`src/rtl/pts_pkg.sv`:
```
`timescale 1ns / 1ps
`default_nettype none

package pts_pkg;

  localparam int MaxTasks = 64;
  localparam int IdxW     = $clog2(MaxTasks);
  localparam int CountW   = $clog2(MaxTasks + 1);
  localparam int PrioW    = 6;
  localparam int DelayW   = 32;
  localparam int TickW    = 32;
  localparam int RunW     = 6;

  localparam logic [CountW-1:0] MaxCount = CountW'(MaxTasks);
  localparam logic [PrioW-1:0]  IdlePrio = 6'd63;

  typedef enum logic [1:0] {
    KindAdd   = 2'd0,
    KindTick  = 2'd1,
    KindDelay = 2'd2
  } kind_e;

  typedef enum logic [1:0] {
    TaskReady   = 2'd0,
    TaskRunning = 2'd1,
    TaskPending = 2'd2
  } task_st_e;

  // controller -> datapath
  typedef struct packed {
    logic init;    // write the idle task into entry 0
    logic accept;  // request taken this cycle
    logic issue;   // read the next table entry
    logic finish;  // mark the winner running
  } cmd_t;

  // datapath -> controller
  typedef struct packed {
    logic issue_last;  // entry being read is the last one in use
  } stat_t;

endpackage

`default_nettype wire

```
`src/rtl/pts_ctrl.sv`:
```
`timescale 1ns / 1ps
`default_nettype none

module pts_ctrl (
  input  wire logic         clk_i,
  input  wire logic         rst_ni,
  input  wire logic         start_i,
  input  wire logic [1:0]   kind_i,
  input  wire pts_pkg::stat_t stat_i,
  output pts_pkg::cmd_t     cmd_o,
  output logic              busy_o,
  output logic              done_o
);

  typedef enum logic [2:0] {
    StInit,
    StIdle,
    StScan,
    StDrain,
    StFinish
  } state_e;

  state_e state_q, state_d;
  logic   done_q, done_d;
  logic   accept;

  assign accept = start_i && (state_q == StIdle);

  always_comb begin
    cmd_o        = '0;
    cmd_o.init   = (state_q == StInit);
    cmd_o.accept = accept;
    cmd_o.issue  = (state_q == StScan);
    cmd_o.finish = (state_q == StFinish);
  end

  always_comb begin
    state_d = state_q;
    done_d  = 1'b0;
    case (state_q)
      StInit: begin
        state_d = StIdle;
      end
      StIdle: begin
        if (accept) begin
          case (pts_pkg::kind_e'(kind_i))
            pts_pkg::KindTick,
            pts_pkg::KindDelay: state_d = StScan;
            default:            done_d  = 1'b1;
          endcase
        end
      end
      StScan: begin
        if (stat_i.issue_last) begin
          state_d = StDrain;
        end
      end
      StDrain: begin
        state_d = StFinish;
      end
      StFinish: begin
        state_d = StIdle;
        done_d  = 1'b1;
      end
      default: begin
        state_d = StIdle;
      end
    endcase
  end

  always_ff @(posedge clk_i or negedge rst_ni) begin
    if (!rst_ni) begin
      state_q <= StInit;
      done_q  <= 1'b0;
    end else begin
      state_q <= state_d;
      done_q  <= done_d;
    end
  end

  assign busy_o = (state_q != StIdle);
  assign done_o = done_q;

endmodule

`default_nettype wire

```
`src/rtl/pts_data.sv`:
```
`timescale 1ns / 1ps
`default_nettype none

module pts_data (
  input  wire logic                         clk_i,
  input  wire logic                         rst_ni,
  input  wire pts_pkg::cmd_t                cmd_i,
  input  wire logic [1:0]                   kind_i,
  input  wire logic [pts_pkg::PrioW-1:0]    priority_req_i,
  input  wire logic [pts_pkg::DelayW-1:0]   delay_ticks_i,
  output pts_pkg::stat_t                    stat_o,
  output logic [pts_pkg::RunW-1:0]          run_index_o,
  output logic                              switch_request_o,
  output logic                              status_o,
  output logic [pts_pkg::TickW-1:0]         tick_count_o
);

  localparam int IdxW   = pts_pkg::IdxW;
  localparam int CountW = pts_pkg::CountW;
  localparam int PrioW  = pts_pkg::PrioW;
  localparam int DelayW = pts_pkg::DelayW;
  localparam int RunW   = pts_pkg::RunW;

  // task table
  logic [1:0]        status_mem [pts_pkg::MaxTasks];
  logic [PrioW-1:0]  prio_mem   [pts_pkg::MaxTasks];
  logic [DelayW-1:0] delay_mem  [pts_pkg::MaxTasks];

  logic [1:0]        st_rd_q;
  logic [PrioW-1:0]  prio_rd_q;
  logic [DelayW-1:0] dly_rd_q;

  logic [CountW-1:0]        count_q, count_d;
  logic [IdxW-1:0]          next_idx_q, next_idx_d;
  logic [pts_pkg::TickW-1:0] tick_q, tick_d;
  logic [CountW-1:0]        iss_q, iss_d;
  logic                     rd_valid_q;
  logic [IdxW-1:0]          proc_idx_q;
  logic [IdxW-1:0]          best_idx_q, best_idx_d;
  logic [PrioW-1:0]         best_prio_q, best_prio_d;
  logic                     op_delay_q;
  logic [DelayW-1:0]        dly_q;
  logic                     sw_q;
  logic                     st_q;

  logic full;
  logic add_ok;
  logic sched;
  pts_pkg::kind_e kind;

  // scan step for the entry that came out of the table
  pts_pkg::task_st_e st_eff, st_new;
  logic [DelayW-1:0] dl_eff, dl_new;
  logic              win;

  // write ports
  logic              st_we, pr_we, dl_we;
  logic [IdxW-1:0]   st_wa, tb_wa;
  logic [1:0]        st_wd;
  logic [PrioW-1:0]  pr_wd;
  logic [DelayW-1:0] dl_wd;
  logic [IdxW-1:0]   rd_addr;

  logic [IdxW+RunW-1:0] run_ext;

  assign kind   = pts_pkg::kind_e'(kind_i);
  assign full   = (count_q == pts_pkg::MaxCount);
  assign add_ok = cmd_i.accept && (kind == pts_pkg::KindAdd) && !full;
  assign sched  = cmd_i.accept && ((kind == pts_pkg::KindTick) || (kind == pts_pkg::KindDelay));
  assign rd_addr = iss_q[IdxW-1:0];

  assign stat_o.issue_last = (iss_q == (count_q - CountW'(1)));

  always_comb begin
    st_eff = pts_pkg::task_st_e'(st_rd_q);
    dl_eff = dly_rd_q;
    // release the running task, or pend it for a delay request
    if (proc_idx_q == next_idx_q) begin
      if (op_delay_q) begin
        st_eff = pts_pkg::TaskPending;
        dl_eff = dly_q;
      end else if (st_eff == pts_pkg::TaskRunning) begin
        st_eff = pts_pkg::TaskReady;
      end
    end
    if (dl_eff == '0) begin
      st_new = pts_pkg::TaskReady;
      dl_new = dl_eff;
    end else begin
      st_new = st_eff;
      dl_new = dl_eff - DelayW'(1);
    end
    win = (st_new == pts_pkg::TaskReady) && (prio_rd_q < best_prio_q);
  end

  always_comb begin
    st_we = 1'b0;
    pr_we = 1'b0;
    dl_we = 1'b0;
    st_wa = proc_idx_q;
    tb_wa = proc_idx_q;
    st_wd = st_new;
    pr_wd = priority_req_i;
    dl_wd = dl_new;
    if (cmd_i.init) begin
      st_we = 1'b1;
      pr_we = 1'b1;
      dl_we = 1'b1;
      st_wa = '0;
      tb_wa = '0;
      st_wd = pts_pkg::TaskRunning;
      pr_wd = pts_pkg::IdlePrio;
      dl_wd = '0;
    end else if (add_ok) begin
      st_we = 1'b1;
      pr_we = 1'b1;
      dl_we = 1'b1;
      st_wa = count_q[IdxW-1:0];
      tb_wa = count_q[IdxW-1:0];
      st_wd = pts_pkg::TaskReady;
      dl_wd = '0;
    end else if (cmd_i.finish) begin
      st_we = 1'b1;
      st_wa = best_idx_q;
      st_wd = pts_pkg::TaskRunning;
    end else if (rd_valid_q) begin
      st_we = 1'b1;
      dl_we = 1'b1;
    end
  end

  always_ff @(posedge clk_i) begin
    if (st_we) begin
      status_mem[st_wa] <= st_wd;
    end
    if (pr_we) begin
      prio_mem[tb_wa] <= pr_wd;
    end
    if (dl_we) begin
      delay_mem[tb_wa] <= dl_wd;
    end
    st_rd_q   <= status_mem[rd_addr];
    prio_rd_q <= prio_mem[rd_addr];
    dly_rd_q  <= delay_mem[rd_addr];
  end

  always_comb begin
    count_d     = count_q;
    next_idx_d  = next_idx_q;
    tick_d      = tick_q;
    iss_d       = iss_q;
    best_idx_d  = best_idx_q;
    best_prio_d = best_prio_q;
    if (add_ok) begin
      count_d = count_q + CountW'(1);
    end
    if (sched) begin
      iss_d       = '0;
      best_idx_d  = '0;
      best_prio_d = pts_pkg::IdlePrio;
      if (kind == pts_pkg::KindTick) begin
        tick_d = tick_q + pts_pkg::TickW'(1);
      end
    end
    if (cmd_i.issue) begin
      iss_d = iss_q + CountW'(1);
    end
    if (rd_valid_q && win) begin
      best_idx_d  = proc_idx_q;
      best_prio_d = prio_rd_q;
    end
    if (cmd_i.finish) begin
      next_idx_d = best_idx_q;
    end
  end

  always_ff @(posedge clk_i or negedge rst_ni) begin
    if (!rst_ni) begin
      count_q    <= CountW'(1);
      next_idx_q <= '0;
      tick_q     <= '0;
      iss_q      <= '0;
      rd_valid_q <= 1'b0;
    end else begin
      count_q    <= count_d;
      next_idx_q <= next_idx_d;
      tick_q     <= tick_d;
      iss_q      <= iss_d;
      rd_valid_q <= cmd_i.issue;
    end
  end

  always_ff @(posedge clk_i) begin
    proc_idx_q  <= rd_addr;
    best_idx_q  <= best_idx_d;
    best_prio_q <= best_prio_d;
    if (cmd_i.accept) begin
      op_delay_q <= (kind == pts_pkg::KindDelay);
      dly_q      <= delay_ticks_i;
      sw_q       <= sched;
      st_q       <= (kind == pts_pkg::KindAdd) && full;
    end
  end

  assign run_ext          = {{RunW{1'b0}}, next_idx_q};
  assign run_index_o      = run_ext[RunW-1:0];
  assign switch_request_o = sw_q;
  assign status_o         = st_q;
  assign tick_count_o     = tick_q;

endmodule

`default_nettype wire

```
`src/rtl/priority_task_scheduler.sv`:
```
// Channel   | Ports                                              | Handshake
// ----------+----------------------------------------------------+---------------------------
// request   | kind_i, priority_req_i, delay_ticks_i              | start_i high, busy_o low
// result    | run_index_o, switch_request_o, status_o,           | done_o high for one cycle
//           | tick_count_o                                       |
//
// An add or an unused kind gives its result on the next cycle. A tick or delay scans the
// task table through one memory read port, one entry a cycle, then drains the last read
// and marks the winner running before it gives its result.
// After reset the block writes the idle task into entry 0 before it takes a request.
// The receiver cannot stall; each result is shown for exactly one cycle.
`timescale 1ns / 1ps
`default_nettype none

module priority_task_scheduler (
  input  wire logic                         clk_i,
  input  wire logic                         rst_ni,
  input  wire logic                         start_i,
  output logic                              busy_o,
  input  wire logic [1:0]                   kind_i,
  input  wire logic [pts_pkg::PrioW-1:0]    priority_req_i,
  input  wire logic [pts_pkg::DelayW-1:0]   delay_ticks_i,
  output logic                              done_o,
  output logic [pts_pkg::RunW-1:0]          run_index_o,
  output logic                              switch_request_o,
  output logic                              status_o,
  output logic [pts_pkg::TickW-1:0]         tick_count_o
);

  pts_pkg::cmd_t  cmd;
  pts_pkg::stat_t stat;

  pts_ctrl u_ctrl (
    .clk_i   (clk_i),
    .rst_ni  (rst_ni),
    .start_i (start_i),
    .kind_i  (kind_i),
    .stat_i  (stat),
    .cmd_o   (cmd),
    .busy_o  (busy_o),
    .done_o  (done_o)
  );

  pts_data u_data (
    .clk_i            (clk_i),
    .rst_ni           (rst_ni),
    .cmd_i            (cmd),
    .kind_i           (kind_i),
    .priority_req_i   (priority_req_i),
    .delay_ticks_i    (delay_ticks_i),
    .stat_o           (stat),
    .run_index_o      (run_index_o),
    .switch_request_o (switch_request_o),
    .status_o         (status_o),
    .tick_count_o     (tick_count_o)
  );

endmodule

`default_nettype wire

```
`config.mk`:
```
export PLATFORM = sky130hd
export DESIGN_NAME = priority_task_scheduler
export DESIGN_NICKNAME = d
export VERILOG_FILES = /design/src/rtl/pts_pkg.sv /design/src/rtl/pts_ctrl.sv /design/src/rtl/pts_data.sv /design/src/rtl/priority_task_scheduler.sv
export SDC_FILE = /design/constraint.sdc
export NUM_CORES = 2
export LEC_CHECK = 0
export BUFFER_PORTS_ARGS = -buffer_cell sky130_fd_sc_hd__buf_4
export CAP_MARGIN = 20
export CORE_MARGIN = 1.5
export CORE_UTILIZATION = 59
export CTS_BUF_LIST = sky130_fd_sc_hd__clkbuf_4
export DETAILED_ROUTE_END_ITERATION = 10
export PLACE_DENSITY = 0.78
export SLEW_MARGIN = 40
export SYNTH_ARGS = -nofsm -noshare
export SYNTH_HDL_FRONTEND = slang
export SYNTH_SLANG_ARGS = --single-unit
export TNS_END_PERCENT = 10
```
`constraint.sdc`:
```
create_clock -name clk_i -period 6.32 [get_ports clk_i]
set_input_delay 1.264 -clock clk_i [delete_from_list [all_inputs] [get_ports clk_i]]
set_output_delay 1.264 -clock clk_i [all_outputs]
set_load 0.005 [all_outputs]
```
* After elaboration in Yosys (flattened, before gate mapping)
Memory sizes are Yosys's and may differ from the RTL's. A register that Yosys moved wholly into a read port is not among the register bits. Cells that the tools add are included.
Operators by class: equality and inequality tests 14, divide/modulo/power cells 0, bitwise logic cells 0, add/sub/neg operators 5, multiplexer cells 46, multipliers 0, reduce and logical (&&, ||, !) cells 18, $lt $le $gt $ge 1, shift-type cells 0
Operators with widths (count):
- $mux W32 | 5
- $mux W6 | 10
- $add A32 B1 Y32 const B | 1
- $logic_not A32 Y1 | 1
- $sub A32 B1 Y32 const B | 1
- $mux W1 | 17
- $add A7 B1 Y7 const B | 2
- $mux W2 | 7
- $mux W7 | 2
- $mux W3 | 3
- $pmux W3 S3 | 1
- $eq A7 B7 Y1 | 1
- $eq A7 B7 Y1 const B | 1
- $logic_and A1 B1 Y1 | 7
- $sub A7 B1 Y7 const B | 1
- $eq A3 B2 Y1 const B | 2
- $eq A6 B6 Y1 | 1
- $lt A6 B6 Y1 | 1
- $eq A2 B1 Y1 const B | 2
- $logic_not A2 Y1 | 2
- $ne A2 B2 Y1 const B | 2
- $reduce_bool A2 Y1 | 2
- $eq A3 B1 Y1 const B | 1
- $eq A3 B3 Y1 const B | 1
- other kinds (10) | 10
Word-level totals: output and inout port bits 42, word-level logic and storage cells 101, bits in writable memories 2560, memory bits (read-only) 0, latch bits 0, memories 3, register bits 110
Memory list:
- u_data.delay_mem | depth 64, width 32, read ports 1, clocked after Yosys merged registers in 1, wr ports 1, RTL line pts_data.sv:27 | logic [DelayW-1:0] delay_mem [pts_pkg::MaxTasks];
- u_data.prio_mem | depth 64, width 6, read ports 1, clocked after Yosys merged registers in 1, wr ports 1, RTL line pts_data.sv:26 | logic [PrioW-1:0] prio_mem [pts_pkg::MaxTasks];
- u_data.status_mem | depth 64, width 2, read ports 1, clocked after Yosys merged registers in 1, wr ports 1, RTL line pts_data.sv:25 | logic [1:0] status_mem [pts_pkg::MaxTasks];

* Logic depth before layout (Yosys ltp)
depth after elaboration 9, mapped depth 14, gate-level depth less buffers 10

* By module
A second synthesis with hierarchy kept.
Unflattened totals: cell total of the unflattened synthesis 4555, area total of the unflattened synthesis 104874.3 um^2
Modules (own cells, without submodules):
- pts_data | area each 104666.6 um^2, times used 1, seq. area each 80533.5 um^2, cells each 4536
- pts_ctrl | area each 207.7 um^2, times used 1, seq. area each 100.1 um^2, cells each 19

* Worst setup path before layout
Ideal clock, no wire load.
path type register to register, start reg u_data.next_idx_q[4] (netlist: u_data.run_index_o[4]), end mem u_data.delay_mem[0][25] (data pin), arrival time 6250 ps, buffers on the path 4, clock period less this slack 6962 ps, setup slack -642 ps, required time 5608 ps, stages on the path, launching flop included 14, setup time 712 ps, path through dfrtp_1 -> xor2_1 -> or4_1 -> buf_2 -> nor2_1 -> clkbuf_1 -> buf_2 -> mux2i_1 -> ha_1 -> o21ai_0 -> nor4_4 -> buf_2 -> nor3_1 -> nor3b_1
Between the ends: cells in the longest elaborated chain, start to end 6
RTL lines:
- start: declaration | RTL line pts_data.sv:34 | logic [IdxW-1:0] next_idx_q, next_idx_d;
- start signal: assignment | RTL line pts_data.sv:186 | next_idx_q <= next_idx_d;
- $eq A6 B6 Y1 (*) | RTL line pts_data.sv:78 | if (proc_idx_q == next_idx_q) begin
- $mux W32 (*) | RTL line pts_data.sv:78
- $sub A32 B1 Y32 or $logic_not A32 Y1 (tied branches) | RTL line pts_data.sv:91, pts_data.sv:86
- $mux W32 (*) | RTL line pts_data.sv:86 | if (dl_eff == '0) begin
- $mux W32 (*) | RTL line pts_data.sv:114 | end else if (add_ok) begin
- $mux W32 (*) | RTL line pts_data.sv:105 | if (cmd_i.init) begin
- named net u_data.dl_wd[25] | RTL line pts_data.sv:61 | logic [DelayW-1:0] dl_wd;
- end: declaration | RTL line pts_data.sv:27
Mark *: on every way through the listed nets, which the timed path passes. The rest lies on a longest branch.

* Worst setup path after layout
start reg u_data.next_idx_q[3] (netlist: u_data.run_index_o[3]), end mem u_data.delay_mem[3][19] (data pin)
The elaborated chain is that of the path after synthesis.

==> flow_summary.ini <==
[setup_path]
rr_endpoint = u_data.delay_mem[3][19]$_DFFE_PP_
cp_slowest_stage_delay_ns = 0.87
crit_path_start_kind = register
r2r-start = u_data.run_index_o[3]$_DFFE_PN0P_
worstPathMaxFanout = 48
r2r_cells = 10
worstPathArrival_ns = 6.44
cp-end-kind = register
cp_slowest_cell = or4_1
reg2reg_slack_ns = 0.94
crit_chain = xnor2_1, nand3_1, nor2_4, mux2i_1, ha_1, o21ai_0, or4_1, a31o_2, a21oi_4, buf_4
crit_type = register to register
worst_ep_required_time_ns = 7.39

[sta]
finalSetupTns_ns = 0
setup_violations = 0
period_minus_slack_ns = 5.38
rsz0062_at_grt = false
hold_viol = 0
fin_crit_sh_pct = 85.1
tightest_slew_ns = 0.871
drv_slew = 0
fmax_mhz = 186
slew_headroom_pct = 41.1
clock_skew_ns = 0.106
hold_slack_ns = 0.392

[pwr]
power.internal_mw = 37.1
powerDensity_nw_per_um2 = 454
p_sw_mw = 17.0
power_frac_seq_pct = 45.9
ir_drop_v = 0.000490
pwr-share-clk_pct = 25.8
power_frac_comb_pct = 28.3
netSwitchingFraction_pct = 31.5
leakagePower_nw = 37.4

[final_layout]
layout_commonest_cell = edfxtp_1
finalNetCount = 5401
nFillCells = 10600
regArea_sq_um = 80700
multi_input_area_sq_um = 24400
syn_to_final_growth_pct = 13.1
fin_cells = 8158
drive_gt1_share_pct = 38.7
layout_common_cells = edfxtp_1 (2,607), clkbuf_4 (977), mux4_2 (840)

[floorplan]
die_area_sq_um = 181000
die_h_um = 425
die_x_um = 425
start_util_pct = 59.6
fp-row-count = 154
ioPinCount = 85
fp.coreArea_sq_um = 177000

[logic_synthesis]
syn-cell-area_sq_um = 105000
synth_largest_area_cell = edfxtp_1
netlist.area_leader.share_pct = 74.4
async_flop_share_pct = 2.10
syn-num-nets = 4692
ys_ff_latch = 2710
syn_avg_cell_area_sq_um = 22.7
synth_area_leaders = edfxtp_1 (74%), mux4_2 (18%), dfrtp_1 (1.3%), dfxtp_1 (0.88%), nor2_1 (0.87%)
ys_types = 68
synth_ff_type = edfxtp_1
ys_seq_area_share_pct = 76.6
ys_warn_count = 0
synth-edff-count = 2607
postSynthCellCount = 4634

[flow_run]
maxCapViolCount = 0

[placed_design]
routabilityCongestion = 0.925
dp_cells = 6987
port_buffers = 84
dp_hpwl_um = 150000

[clock_tree]
htreeDepth = 6
root_buffer = clkbuf_4
numClockSinks = 2710
clock_latency_ns = 1.43
post_cts_buffers = 0
cts_made_buffers = 658
cts_tree = done
cts.path.max_buffers = 4
path_clk_slew_ns = 0.07

[hold_path]
min_from = kind_i[1]
hold_path_class = input pin to register
whs_path_depth = 2
hold_path_end = u_data.op_delay_q$_DFFE_PP_

[outcome]
status = complete, no violations

[global_route]
grt_overflow = 0
grt_pass1_vias = 54600
grt_max_degree = 118
grt_pass1_wl_um = 365000
antenna_found_initial = 12
grt_util_all_layers_pct = 28.1

[route]
first_iter_violations = 6623
routed_via_density = 6.51
drc = 0
ant_nets = 0
drt-total-wl_um = 249000
post_drt_wl_per_cell_um = 30.6
vias = 53100
drt_first_pass_iters = 6
final cells by class:
cell class	instances	area share (%)
clock buffers	977	6.16
well taps	2340	2.46
repair buffers	292	2.45
multi-input cells	1662	20.5
flip-flops and latches	2710	67.7
diodes	13	0.0273
inverters	19	0.0599
clock inverters	145	0.599
synthesized netlist by cell type, drive strengths merged, types with 9 or more instances:
| master | count |
|---|---|
| a21oi | 26 |
| and2 | 9 |
| and3 | 13 |
| buf | 62 |
| clkbuf | 181 |
| dfrtp | 56 |
| dfxtp | 46 |
| edfxtp | 2607 |
| ha | 15 |
| inv | 19 |
| mux2i | 37 |
| mux4 | 840 |
| nand2 | 118 |
| nand2b | 28 |
| nand3 | 39 |
| nand4 | 13 |
| nor2 | 244 |
| nor3 | 50 |
| nor4 | 18 |
| o21ai | 32 |
| o31a | 9 |
| or3 | 18 |
| or4 | 14 |
| xnor2 | 36 |
| xor2 | 21 |
cell families after synthesis:
group                      count (synthesis)  synth area share, %
muxes                                    880                 18.4
xor gates and xnor gates                  57                0.474
DFF                                     2710                 76.6
AOI/OAI and AO/OA                        120                0.800
and+or+nand+nor                          590                 2.61
adders and majority gates                 15                0.178
buffers and inverters                    262                0.955
critical path: cells and delay by family (launching register included):
family | cells | cell delay (ns)
compound gates | 3 | 0.98
xor+xnor | 1 | 0.32
fa+ha+maj | 1 | 0.22
buf+inv | 1 | 0.54
flops | 1 | 0.41
mux | 1 | 0.40
simple gates | 3 | 2.13
worst max-delay path by stage:
stage / cells after the start / slack, ns / startpoint / to
floorplan: 13 / -0.64 / u_data.run_index_o[4]$_DFFE_PN0P_ / u_data.delay_mem[0][25]$_DFFE_PP_
global placement: 11 / 1.08 / kind_i[0] / u_data.delay_mem[6][29]$_DFFE_PP_
detailed placement: 10 / 0.87 / kind_i[0] / u_data.delay_mem[9][26]$_DFFE_PP_
CTS: 10 / 1.04 / u_data.run_index_o[3]$_DFFE_PN0P_ / u_data.delay_mem[47][2]$_DFFE_PP_
global route: 10 / 0.71 / u_data.run_index_o[3]$_DFFE_PN0P_ / u_data.delay_mem[8][19]$_DFFE_PP_
finish: 10 / 0.94 / u_data.run_index_o[3]$_DFFE_PN0P_ / u_data.delay_mem[3][19]$_DFFE_PP_
metrics by stage:
step	util [%]	cell area (sq um)	power, mW	worst slack, ns
floorplan	-	105000	34.1	-0.642
global placement	62.4	110000	39.7	1.08
detailed placement	62.6	111000	40.4	0.865
CTS	67.3	119000	54.2	1.04
global route	67.4	119000	56.0	0.707
finish	67.4	119000	54.1	0.944
flip-flops by register name, summed over array words and instances (netlist names):
| register | cells |
|---|---|
| u_data.prio_rd_q | 6 |
| u_data.status_o | 1 |
| u_data.proc_idx_q | 6 |
| u_data.dly_q | 32 |
| u_data.rd_valid_q | 1 |
| u_data.op_delay_q | 1 |
| u_ctrl.done_o | 1 |
| u_data.delay_mem | 2048 |
| u_data.tick_count_o | 32 |
| u_data.iss_q | 7 |
| u_data.dly_rd_q | 32 |
| u_data.count_q | 7 |
| u_data.st_rd_q | 2 |
| u_data.run_index_o | 6 |
| u_data.switch_request_o | 1 |
| u_data.prio_mem | 384 |
| u_data.best_idx_q | 6 |
| u_ctrl.state_q | 3 |
| u_data.best_prio_q | 6 |
| u_data.status_mem | 128 |
layer usage:
metal  share of wire [%]  up-vias  global-route usage, %
li1                    -    21500                      -
met3                  11      522                   8.04
met5               0.020        -                      0
met2                  49     3462                   44.3
met4                 3.3        8                   10.6
met1                  36    27600                   38.0
power by group through the flow:
stage,combinational (mW),sequential [mW],clock [mW]
floorplan,9.16,25.0,0
global placement,14.6,25.2,0
detailed placement,15.2,25.2,0
CTS,15.2,24.8,14.2
global route,16.1,24.9,15.1
finish,15.3,24.8,14.0
repair_timing:
item	4_1_cts	5_1_grt
hold endpoints to repair	88	0
resized for setup	0	0
hold buffers	33	0
(Power assumes the default switching activity.)
